$ cat src/hdl/indexed_double_ended_queue_assert.svh
// Assertion macros for the indexed double-ended queue.
// Bodies refer to i_clk and i_rst_n of the module that includes this header.
`ifndef INDEXED_DOUBLE_ENDED_QUEUE_ASSERT_SVH
`define INDEXED_DOUBLE_ENDED_QUEUE_ASSERT_SVH

// Same-cycle implication, off while reset is asserted.
`define IDQ_ASSERT_IMP(label, ante, cons) \
    label: assert property (@(posedge i_clk) disable iff (!i_rst_n) \
        (ante) |-> (cons)) else $error("idq assertion failed");

// Implication whose consequent is checked later than the antecedent.
`define IDQ_ASSERT_DLY2(label, ante, cons) \
    label: assert property (@(posedge i_clk) disable iff (!i_rst_n) \
        (ante) |-> ##2 (cons)) else $error("idq assertion failed");

`endif

$ cat src/hdl/idq_pkg.sv
// Shared constants, codes and types of the indexed double-ended queue.
// No dependencies.
`timescale 1ns / 1ps

package idq_pkg;

    localparam int CAPACITY = 64;
    localparam int DATA_W   = 32;
    localparam int IDX_W    = $clog2(CAPACITY);
    localparam int CNT_W    = $clog2(CAPACITY + 1);
    localparam int POS_W    = 7;
    localparam int OP_W     = 3;
    localparam int ST_W     = 2;

    localparam logic [OP_W-1:0] OP_PUSH_FRONT = 3'd0;
    localparam logic [OP_W-1:0] OP_PUSH_BACK  = 3'd1;
    localparam logic [OP_W-1:0] OP_POP_FRONT  = 3'd2;
    localparam logic [OP_W-1:0] OP_POP_BACK   = 3'd3;
    localparam logic [OP_W-1:0] OP_INSERT     = 3'd4;
    localparam logic [OP_W-1:0] OP_ERASE      = 3'd5;
    localparam logic [OP_W-1:0] OP_CLEAR      = 3'd6;
    localparam logic [OP_W-1:0] OP_READ       = 3'd7;

    localparam logic [ST_W-1:0] ST_OK    = 2'd0;
    localparam logic [ST_W-1:0] ST_FULL  = 2'd1;
    localparam logic [ST_W-1:0] ST_EMPTY = 2'd2;

    // Broadcast to every cell: open a gap at pos, or close the one at pos.
    typedef struct packed {
        logic             ins;
        logic             rem;
        logic [IDX_W-1:0] pos;
    } t_cell_ctl;

endpackage

$ cat src/hdl/idq_cell.sv
// One storage cell of the queue chain: holds a word, shifts to/from neighbors.
// Depends on idq_pkg.
`timescale 1ns / 1ps

module idq_cell (
    input  logic                      i_clk,
    input  idq_pkg::t_cell_ctl        i_ctl,
    input  logic [idq_pkg::IDX_W-1:0] i_index,
    input  logic [idq_pkg::DATA_W-1:0] i_value,
    input  logic [idq_pkg::DATA_W-1:0] i_left,
    input  logic [idq_pkg::DATA_W-1:0] i_right,
    input  logic [idq_pkg::IDX_W-1:0] i_back_addr,
    input  logic [idq_pkg::IDX_W-1:0] i_read_addr,
    output logic [idq_pkg::DATA_W-1:0] o_word,
    output logic [idq_pkg::DATA_W-1:0] o_back_tap,
    output logic [idq_pkg::DATA_W-1:0] o_read_tap
);

    logic [idq_pkg::DATA_W-1:0] r_word;
    logic [idq_pkg::DATA_W-1:0] n_word;

    always_comb begin
        priority if (i_ctl.ins && (i_index == i_ctl.pos)) begin
            n_word = i_value;
        end else if (i_ctl.ins && (i_index > i_ctl.pos)) begin
            n_word = i_left;
        end else if (i_ctl.rem && (i_index >= i_ctl.pos)) begin
            n_word = i_right;
        end else begin
            n_word = r_word;
        end
    end

    always_ff @(posedge i_clk) begin
        r_word <= n_word;
    end

    assign o_word     = r_word;
    // Taps are zero unless this cell is addressed; the top ORs them together.
    assign o_back_tap = r_word & {idq_pkg::DATA_W{i_index == i_back_addr}};
    assign o_read_tap = r_word & {idq_pkg::DATA_W{i_index == i_read_addr}};

endmodule

$ cat config.mk
export PLATFORM = sky130hd
export DESIGN_NAME = idq_cell
export DESIGN_NICKNAME = d
export VERILOG_FILES = /design/src/hdl/indexed_double_ended_queue_assert.svh /design/src/hdl/idq_pkg.sv /design/src/hdl/idq_cell.sv
export SDC_FILE = /design/constraint.sdc
export NUM_CORES = 1
export LEC_CHECK = 0
export BUFFER_PORTS_ARGS = -buffer_cell sky130_fd_sc_hd__buf_2
export CAP_MARGIN = 20
export CORE_AREA = 2 2 85 87
export CTS_CLUSTER_DIAMETER = 40
export DETAILED_ROUTE_END_ITERATION = 10
export DIE_AREA = 0 0 87 89
export HOLD_SLACK_MARGIN = 0.15
export PLACE_DENSITY = 0.81
export SYNTH_ARGS = -nofsm -noshare
export SYNTH_HDL_FRONTEND = slang
export SYNTH_SLANG_ARGS = --single-unit
$ cat constraint.sdc
create_clock -name i_clk -period 6.5 [get_ports i_clk]
set_input_delay 0.975 -clock i_clk [delete_from_list [all_inputs] [get_ports i_clk]]
set_output_delay 0.975 -clock i_clk [all_outputs]
set_load 0.005 [all_outputs]
Word-level counts from Yosys, hierarchy flattened
Index checks and enable logic that the tools add are counted.
{"block": "totals", "latchBits": 0, "out_inout_bits": 96, "n_memories": 0, "rom_bits": 0, "ram_bits": 0, "reg_bits": 32}
{"block": "op_classes", "div_mod_pow": 0, "order_cmp": 2, "add_sub_neg": 0, "reduce_logical": 4, "multipliers": 0, "shift": 0, "n_bitwise": 2, "mux": 3, "eq_ne": 3}
{"op": "$mux 32", "count": 3}
{"op": "$and 32x32->32", "count": 2}
{"op": "$eq 6x6->1", "count": 3}
{"op": "$ge 6x6->1", "count": 1}
{"op": "$gt 6x6->1", "count": 1}
{"op": "$logic_and 1x1->1", "count": 3}
{"op": "$reduce_bool 3->1", "count": 1}

Logic depth before layout (Yosys ltp)
Gate-level depths: netlist (run 1).
{"block": "logic_depth", "ltp_word": 5, "ltp_mapped": 7, "ltp_nobuf": 6}

Worst setup path after synthesis (run 1)
Ideal clock, no wire load.
{"block": "synth_timing", "kind": "input to register", "from": "input port i_ctl[5] (netlist bit)", "to": "register r_word (netlist bit o_word[0]) (enable)", "cell_stages": 5, "path_buffers": 0, "path_slack_ns": 3.555, "t_arrival_ns": 2.554, "cell_sequence": "inv_1 -> ha_1 -> and4_4 -> and3_4 -> o22a_1"}
{"block": "synth_between", "elab_chain_len": 3}
{"item": "start, declared", "line_no": "idq_cell.sv:7", "text": "input idq_pkg::t_cell_ctl i_ctl,"}
{"item": "$gt 6x6->1 (tied with other cells)", "line_no": "idq_cell.sv:25", "text": "end else if (i_ctl.ins && (i_index > i_ctl.pos)) begin"}
{"item": "$logic_and 1x1->1 (on tied branches)", "line_no": "idq_cell.sv:25, idq_cell.sv:23, idq_cell.sv:27"}
{"item": "$reduce_bool 3->1 (no source line) (*)"}
{"item": "end signal, assigned", "line_no": "idq_cell.sv:35", "text": "r_word <= n_word;"}
{"item": "end, declared", "line_no": "idq_cell.sv:19", "text": "logic [idq_pkg::DATA_W-1:0] r_word;"}
Mark *: on every way between the ends. The rest lies on a longest branch, timed or not.
A chain may end at the register's enable or synchronous reset.

Worst setup path after layout (run 1)
{"block": "layout_timing", "from": "input port i_index[4] (netlist bit)", "to": "output port o_back_tap[31] (netlist bit)"}
{"block": "layout_between", "elab_chain_len": 2}
{"item": "start, declared", "line_no": "idq_cell.sv:8", "text": "input logic [idq_pkg::IDX_W-1:0] i_index,"}
{"item": "$eq 6x6->1", "line_no": "idq_cell.sv:40", "text": "assign o_back_tap = r_word & {idq_pkg::DATA_W{i_index == i_back_addr}};"}
{"item": "$and 32x32->32", "line_no": "idq_cell.sv:40"}
{"item": "end, declared", "line_no": "idq_cell.sv:15", "text": "output logic [idq_pkg::DATA_W-1:0] o_back_tap,"}
No other way between the ends.

==> metrics, run 1 <==
status completed; CP endpoint kind output port; H-tree Lvls 2; Ys Warns 0; routed wire length around 8400 µm; Via-to-Cell Ratio 4.773; Critical Path RT 5520 ps; Yosys reg bits 32; Worst setup SP type primary input; CTS Buf Count 5; WP data arrival 2530 ps; relative slew slack 38.74%; DRT iter0 DRCs 88; post-synth top area share approximately 36%; post-route clock period utilization 54.00%; power share of the sequential group around half; Detailed Place HPWL ~7000 µm; RSZ-0062 raised after global routing false; Placed Cells 569; Final Worst Setup Slack 2990 ps; syn_area_per_cell around 9.5 µm²; Async S/R FF share, synth 0%; Max Cap Viol 0; final number of setup-violating endpoints 0; antenna cells 0; Nets around 630; Port Buffers 218; grt ovf 0; register area share after synthesis about 36%; Fill cells 594; footprint of the multi-input gates ~1400 µm²; most frequent cell after synthesis inv_1; antenna viol nets, final 0; share of post-route cells with drive strength above 1 53.43%; Mapped Nets 410; worst vdd ir 0.00009712 V; clk sinks 32; WHS around 1100 ps; final number of hold-violating endpoints 0; DIE WIDTH slightly below 90 µm; # resized after CTS 0; Register Area roughly 960 µm²; max reg flops 32; wire length per cell approximately 15 µm; static leakage 0.002205 µW; power per cell area 159.6 nW/µm²; vias in the first global route approximately 2,600; leading register cell type out of synthesis edfxtp_1; hold buffer count at cts 0; Pre-antenna DRT Iters 4; Post-Layout Cell Count about 580; Slew Limit Fails 0; Post-synth top cells inv_1, and2_1, edfxtp_1, nor2_1, a221oi_2; Place WS 2930 ps; total negative setup slack 0 ps; Worst-Margin Slew 918.9 ps; Die H 89 µm; die area between 7000 and 8000 µm²; number of synthesized flops with an enable pin 32; CTS clk-pin slew, worst paths 60 ps; NetSw about 180 µW; Min-Delay Path Class primary input to register; Setup CP Type primary input to output port; CTS tree built; all-layer global routing usage 20.52%; sw frac 29.76%; core area 6719 µm²; Max clock buf depth 2; Initial Utilization between 30% and 40%; Logic pwr share 29.5%; Clk Tree Root Cell clkbuf_8; initial antenna violation count 0; # DRC 0; Cell variety after synth 24; Placer Congestion 0.8899; Mapped Area between 2000 and 3000 µm²; Top-Level Pins approximately 220; Site Rows 30; synth top area cells edfxtp_1, a221oi_2, and2_1, inv_1, nor2_1; first-pass GRT wire length 12,340 µm; internal power 435.2 µW; largest net degree at the start of global routing 33; crit path max fanout 22; Synth area leader edfxtp_1; cell count after synthesis 281; Area Overhead vs Synth 45.48%; Post-CTS Setup Bufs 0; total number of vias 2,749; Fmax between 200 and 300 MHz; clock period minus worst slack 3510 ps; power share of the clock group 22.4%
## power by group through the flow
| stage | logic [µW] | registers, µW | clock network (µW) |
|---|---|---|---|
| 2_1_floorplan | 91.3 | 298 | 0 |
| 4_1_cts | 184 | 298 | 144 |
| 6_report | 183 | 298 | 139 |
| 3_3_place_gp | 179 | 299 | 0 |
| 5_1_grt | 200 | 303 | 152 |
| 3_5_place_dp | 183 | 302 | 0 |
## worst max-delay path, cell delays in order
cell     delay [ps]
buf_2           130
xnor2_1         180
nand4_1         150
nor3_2          490
buf_4           340
and2_1          160
buf_2           110
## layer usage
layer	vias to the layer above	share of wire (%)	GRT usage [%]
met3	15	6.5	3.878
li1	1351	-	-
met2	126	54	39.76
met5	-	0	0
met1	1257	37	21.96
met4	0	2.3	7.670
## area by class of cell
class                           instances  share of cell area, %
Multi-Input combinational cell        163                  34.77
Clock buffer                            5                  1.772
Sequential cell                        32                  24.75
Timing Repair Buffer                  223                  29.07
Inverter                               71                  6.864
Tap cell                               80                  2.578
Clock inverter                          2                 0.1934
## worst paths after layout
check,slack [ps],cells after the start,startpoint,endpoint
setup / recovery,2990,7,i_index[4],o_back_tap[31]
hold / removal,1060,3,i_right[0],o_word[0]
## kinds of logic after synthesis
family,after synthesis,synth area share [%]
compound gates,38,21.19
xor+xnor,12,3.938
fa+ha+maj,6,2.813
buf+inv,86,13.78
flops,32,36.01
simple gates,107,22.27
## stage by stage
stage	instance area, µm²	utilization, %	total power, µW
6_report	3882	57.78	619.6
5_1_grt	3882	57.78	655.1
3_5_place_dp	3806	56.65	485.6
4_1_cts	3882	57.78	625.4
3_3_place_gp	3806	56.65	478.2
2_1_floorplan	2669	-	388.9
## placed cells by master (no fill, tap or decap), drive strengths merged
cell and n:
buf 223, inv 71, and2 64, nor2 32, edfxtp 32, a221oi 32, xnor2 8, ha 6
clkbuf 5, xor2 4, nand3 3, nand4 3, nor3 2, clkinv 2, a21o 1, a21oi 1
and2b 1, and4 1, o21ai 1, and3 1, a311oi 1, a41o 1, o22a 1
Power figures use the tool's default switching activity.
==> run 2, diff against run 1 <==
--- a/config.mk
+++ b/config.mk
@@ -7,12 +7,12 @@
 export LEC_CHECK = 0
 export BUFFER_PORTS_ARGS = -buffer_cell sky130_fd_sc_hd__buf_2
 export CAP_MARGIN = 20
-export CORE_AREA = 2 2 85 87
+export CORE_MARGIN = 2
+export CORE_UTILIZATION = 36
 export CTS_CLUSTER_DIAMETER = 40
 export DETAILED_ROUTE_END_ITERATION = 10
-export DIE_AREA = 0 0 87 89
 export HOLD_SLACK_MARGIN = 0.15
-export PLACE_DENSITY = 0.81
+export PLACE_DENSITY = 0.78
 export SYNTH_ARGS = -nofsm -noshare
 export SYNTH_HDL_FRONTEND = slang
 export SYNTH_SLANG_ARGS = --single-unit
==> constraint.sdc (replaced) <==
create_clock -name i_clk -period 2.9 [get_ports i_clk]
set_input_delay 0.435 -clock i_clk [delete_from_list [all_inputs] [get_ports i_clk]]
set_output_delay 0.435 -clock i_clk [all_outputs]
set_load 0.005 [all_outputs]
==> metrics, run 2 (same netlist as run 1, synthesis figures left out) <==
final number of setup-violating endpoints 0 (unchanged); relative slew slack 63.02% (+24 points); grt ovf 0 (unchanged); WP data arrival 1890 ps (-640 ps); Logic pwr share 29.6% (about the same); post-route clock period utilization 80.07%; most frequent cells in the layout buf_2, inv_1, and2_1, nor2_1, edfxtp_1; power share of the clock group 23.5% (+1.1 points); total negative setup slack 0 ps (unchanged); largest net degree at the start of global routing 23 (-30%); power share of the sequential group 46.9% (-1.2 points); worst vdd ir 0.0001922 V (+98%); Worst setup SP type primary input; Slew Limit Fails 0 (unchanged); Critical Path RT 2470 ps (-3050 ps); Via-to-Cell Ratio 4.592 (-3.8%); Placer Congestion 0.9219 (+3.6%); DRT iter0 DRCs 56 (-36%); crit path max fanout 21 (-4.5%); RSZ-0062 raised after global routing false; CTS Buf Count 5 (unchanged); Port Buffers 218 (unchanged); power per cell area 356.3 nW/µm² (+120%); initial antenna violation count 0 (unchanged); final instance area 3963 µm² (+2.1%); antenna viol nets, final 0 (unchanged); commonest non-fill, non-tap cell in the layout buf_2; hold buffer count at cts 0 (unchanged); Min-Delay Path Class primary input to register; routed wire length 8237 µm (-2.2%); first-pass GRT wire length 13,440 µm (+8.9%); wire length per cell 13.66 µm (-6.6%); placed cell area 3882 µm² (+2.0%); Pre-antenna DRT Iters 5 (+1); Fmax 430.7 MHz; NetSw 421.0 µW (+130%); H-tree Lvls 2 (unchanged); Fill cells 679 (+14%); Max Cap Viol 0 (unchanged); Place WS 551.8 ps (-2378 ps); final number of hold-violating endpoints 0 (unchanged); # DRC 0 (unchanged); antenna cells 0 (unchanged); max reg flops 32 (unchanged); Site Rows 31 (+3.3%); Clk Tree Root Cell clkbuf_8; Detailed Place HPWL 6791 µm (-1.1%); DIE WIDTH 90.10 µm (+3.6%); CP endpoint kind output port; Max clock buf depth 2 (unchanged); Area Overhead vs Synth 48.48%; Final Worst Setup Slack 578.0 ps (-2412 ps); clk sinks 32 (unchanged); Top-Level Pins 219 (unchanged); sw frac 29.82% (+0.062 points); clock period minus worst slack 2322 ps; Initial Utilization 36.99% (-2.7 points); CTS clk-pin slew, worst paths 70 ps (about the same); Die H 90.10 µm (+1.2%); Worst-Margin Slew 551.7 ps (-367.2 ps); all-layer global routing usage 20.28% (-0.25 points); Post-CTS Setup Bufs 0 (unchanged); core area 7214 µm² (+7.4%); internal power 990.9 µW (+130%); die area 8118 µm² (+4.8%); Setup CP Type primary input to output port; Nets 632 (+1.1%); vias in the first global route 2,890 (+12%); status completed; share of post-route cells with drive strength above 1 53.97% (+0.54 points); static leakage 0.002240 µW (+1.6%); CTS tree built; total number of vias 2,769 (+0.73%); # resized after CTS 0 (unchanged)
-- run 2: changes by cell type in the layout (fill, tap and decap cells not counted) --
cell and delta:
buf_4 +7, clkbuf_1 +2, clkinv_1 -1
-- run 2: per-layer routing --
layer	vias up	track usage [%]	share of wire [%]	wire length, µm
li1	1363	-	-	-
met5	-	0	0	0
met1	1280	22.94	39	3215
met4	0	6.667	0.95	78
met3	6	3.185	6.0	497
met2	120	38.53	54	4446
-- run 2: metrics by stage --
stage | instances | hold WS (ps) | power, µW | utilization [%]
after CTS | 603 | 505.9 | 1424 | 54.93
after global routing | 603 | 507.7 | 1489 | 54.93
after detailed placement | 595 | 810.0 | 1091 | 53.82
after floorplan | 281 | 698.7 | 871.7 | -
after global placement | 595 | 804.1 | 1083 | 53.82
final | 603 | 515.7 | 1412 | 54.93
-- run 2: worst paths after layout --
kind / startpoint / end / cells past startpoint
max: i_index[4] / o_read_tap[8] / 7
min: i_left[30] / o_word[30] / 3
-- run 2: area by class of cell --
type                            instances  area [µm²]  share of cell area (%)
Clock buffer                            7       76.32                   1.926
Timing Repair Buffer                  230        1181                   29.81
Sequential cell                        32       960.9                   24.25
Tap cell                               99       123.9                   3.126
Clock inverter                          1       3.754                 0.09473
Inverter                               71       266.5                   6.726
Multi-Input combinational cell        163        1350                   34.07
-- run 2: worst max-delay path, cell delays in order --
cell	delay, ps
buf_2	130
xnor2_1	160
nand4_1	140
nor3_2	440
buf_4	320
and2_1	150
buf_2	110
-- run 2: power by group through the flow --
stage | clock network [µW] | logic (µW) | registers, µW
floorplan | 0 | 205 | 667
CTS | 340 | 421 | 663
finish | 332 | 418 | 662
global route | 356 | 457 | 676
detailed placement | 0 | 420 | 671
global placement | 0 | 413 | 670
==> run 3, diff against run 2 <==
--- a/config.mk
+++ b/config.mk
@@ -5,6 +5,7 @@
 export SDC_FILE = /design/constraint.sdc
 export NUM_CORES = 1
 export LEC_CHECK = 0
+export ABC_AREA = 1
 export BUFFER_PORTS_ARGS = -buffer_cell sky130_fd_sc_hd__buf_2
 export CAP_MARGIN = 20
 export CORE_MARGIN = 2
@@ -12,7 +13,7 @@
 export CTS_CLUSTER_DIAMETER = 40
 export DETAILED_ROUTE_END_ITERATION = 10
 export HOLD_SLACK_MARGIN = 0.15
-export PLACE_DENSITY = 0.78
+export PLACE_DENSITY = 0.77
 export SYNTH_ARGS = -nofsm -noshare
 export SYNTH_HDL_FRONTEND = slang
 export SYNTH_SLANG_ARGS = --single-unit
==> constraint.sdc (replaced) <==
create_clock -name i_clk -period 2.1 [get_ports i_clk]
set_input_delay 0.315 -clock i_clk [delete_from_list [all_inputs] [get_ports i_clk]]
set_output_delay 0.315 -clock i_clk [all_outputs]
set_load 0.005 [all_outputs]
==> metrics, run 3 <==
Setup CP Type primary input to output port; Port Buffers 218 (unchanged); power per cell area 518.7 nW/µm² (+46%); Critical Path RT 1780 ps (-690 ps); Placer Congestion 0.8195 (-11%); Cell variety after synth 20 (-17%); Slowest cell on crit path buf_4; register area share after synthesis 34.69% (-1.3 points); Min-Delay Path Class primary input to register; status completed; DIE WIDTH 91.72 µm (+1.8%); Initial Utilization 37.59% (+0.60 points); Fill cells 749 (+10%); routed wire length 8912 µm (+8.2%); static leakage 0.002652 µW (+18%); CP Cell Sequence buf_2 -> xor2_1 -> nor2_1 -> nand4_1 -> buf_4 -> nor2_1 -> buf_2; CTS tree built; CTS clk-pin slew, worst paths 70 ps (about the same); Site Rows 31 (unchanged); Final Worst Setup Slack 383.4 ps (-194.6 ps); Synth area leader edfxtp_1; largest net degree at the start of global routing 33 (+43%); grt ovf 0 (unchanged); Async S/R FF share, synth 0% (unchanged); Post-synth top cells inv_1, nand2_1, nor2_1; Slew Limit Fails 0 (unchanged); initial antenna violation count 0 (unchanged); Clk Tree Root Cell clkbuf_8; worst vdd ir 0.0002374 V (+23%); H-tree Lvls 2 (unchanged); commonest non-fill, non-tap cell in the layout buf_2; CP Buf/Inv Count 3 (unchanged); hold buffer count at cts 0 (unchanged); Top-Level Pins 219 (unchanged); most frequent cell after synthesis inv_1; share of post-route cells with drive strength above 1 38.79% (-15 points); die area 8413 µm² (+3.6%); Mapped Nets 558 (+36%); syn_area_per_cell 6.457 µm² (-32%); post-route clock period utilization 81.74%; Mapped Area 2770 µm² (+3.8%); max reg flops 32 (unchanged); clock period minus worst slack approximately 1700 ps; Ys Warns 0 (unchanged); Max Cap Viol 0 (unchanged); cell count after synthesis 429 (+53%); first-pass GRT wire length 14,300 µm (+6.4%); Worst setup SP type primary input; wire length per cell 11.95 µm (-13%); Area Overhead vs Synth 48.01%; CP endpoint kind output port; Post-CTS Setup Bufs 0 (unchanged); Yosys reg bits 32 (unchanged); DRT iter0 DRCs 175 (+210%); total number of vias 3,300 (+19%); core area 7370 µm² (+2.2%); CTS Buf Count 5 (unchanged); Worst-Margin Slew 341.5 ps (-210.2 ps); most frequent cells in the layout buf_2, inv_1, nand2_1, nor2_1, nand3_1; all-layer global routing usage 20.73% (+0.45 points); CP peak stage delay 260 ps (-180 ps); # DRC 0 (unchanged); WP data arrival 1400 ps (-490 ps); Die H 91.72 µm (+1.8%); synth top area cells edfxtp_1, inv_1, nand2_1, nand3_1, nor2_1; antenna viol nets, final 0 (unchanged); total negative setup slack 0 ps (unchanged); delay-heaviest family, CP buffers and inverters; vias in the first global route 3,144 (+8.8%); Max clock buf depth 2 (unchanged); crit path max fanout 20 (-4.8%); # resized after CTS 0 (unchanged); Via-to-Cell Ratio 4.424 (-3.7%); number of synthesized flops with an enable pin 32 (unchanged); Fmax approximately 600 MHz; leading register cell type out of synthesis edfxtp_1; final number of setup-violating endpoints 0 (unchanged); relative slew slack 77.23% (+14 points); Nets 775 (+23%); Pre-antenna DRT Iters 4 (-1); Place WS 157.3 ps (-394.5 ps); antenna cells 0 (unchanged); clk sinks 32 (unchanged); Detailed Place HPWL 7385 µm (+8.7%); RSZ-0062 raised after global routing false; post-synth top area share 34.69% (-1.3 points); final number of hold-violating endpoints 0 (unchanged)
run 3: cell count changes in the layout (fill, tap and decap cells not counted), moves of 4 or more:
cell	previous run	this run
nand3_1	3	64
nand2_1	0	104
a221oi_2	28	0
and2_1	64	0
nor2_1	32	68
xnor2_1	8	4
inv_1	71	107
xor2_1	4	8
run 3: metal layers:
layer / vias up / track usage [%] / share of wire [%] / routed length (µm)
li1: 1701 / - / - / -
met1: 1450 / 24.68 / 39 / 3511
met2: 145 / 38.79 / 53 / 4711
met3: 4 / 2.958 / 7.0 / 627
met4: 0 / 5.473 / 0.70 / 62
met5: - / 0 / 0 / 0
run 3: kinds of logic after synthesis:
group,after synthesis,share of synthesized area (%)
compound gates,3,0.9938
flops,32,34.69
simple gates,244,37.35
xor+xnor,12,3.794
fa+ha+maj,6,2.710
buf+inv,132,20.46
run 3: final cells by class:
| cell class | instances | area [µm²] | share of cell area [%] |
|---|---|---|---|
| clock buffer | 5 | 68.82 | 1.678 |
| tap | 99 | 123.9 | 3.021 |
| multi-input combinational | 265 | 1275 | 31.10 |
| clock inverter | 3 | 37.54 | 0.9155 |
| timing repair buffer | 231 | 1214 | 29.60 |
| sequential | 32 | 960.9 | 23.44 |
| inverter | 111 | 420.4 | 10.25 |
run 3: path summary, 6_finish.rpt:
path              startpoint             end  slack [ps]  cells after the start
hold / removal    i_value[4]       o_word[4]         310                      3
setup / recovery  i_index[2]  o_back_tap[23]         380                      7
run 3: report_power, final:
part	internal, µW	switching [µW]	total [µW]
clock	345	221	566
sequential	843	57.9	901
combinational	292	368	659
run 3: per-stage QoR:
stage	cell area [µm²]	utilization (%)	instances	hold WS, ps	total power [µW]
final	4100	55.64	746	305.1	2127
after global routing	4100	55.64	746	292.4	2270
after CTS	4100	55.64	746	293.0	2145
after detailed placement	3994	54.19	738	589.4	1576
after global placement	3994	54.19	738	587.0	1553
after floorplan	2810	-	429	500.9	1253
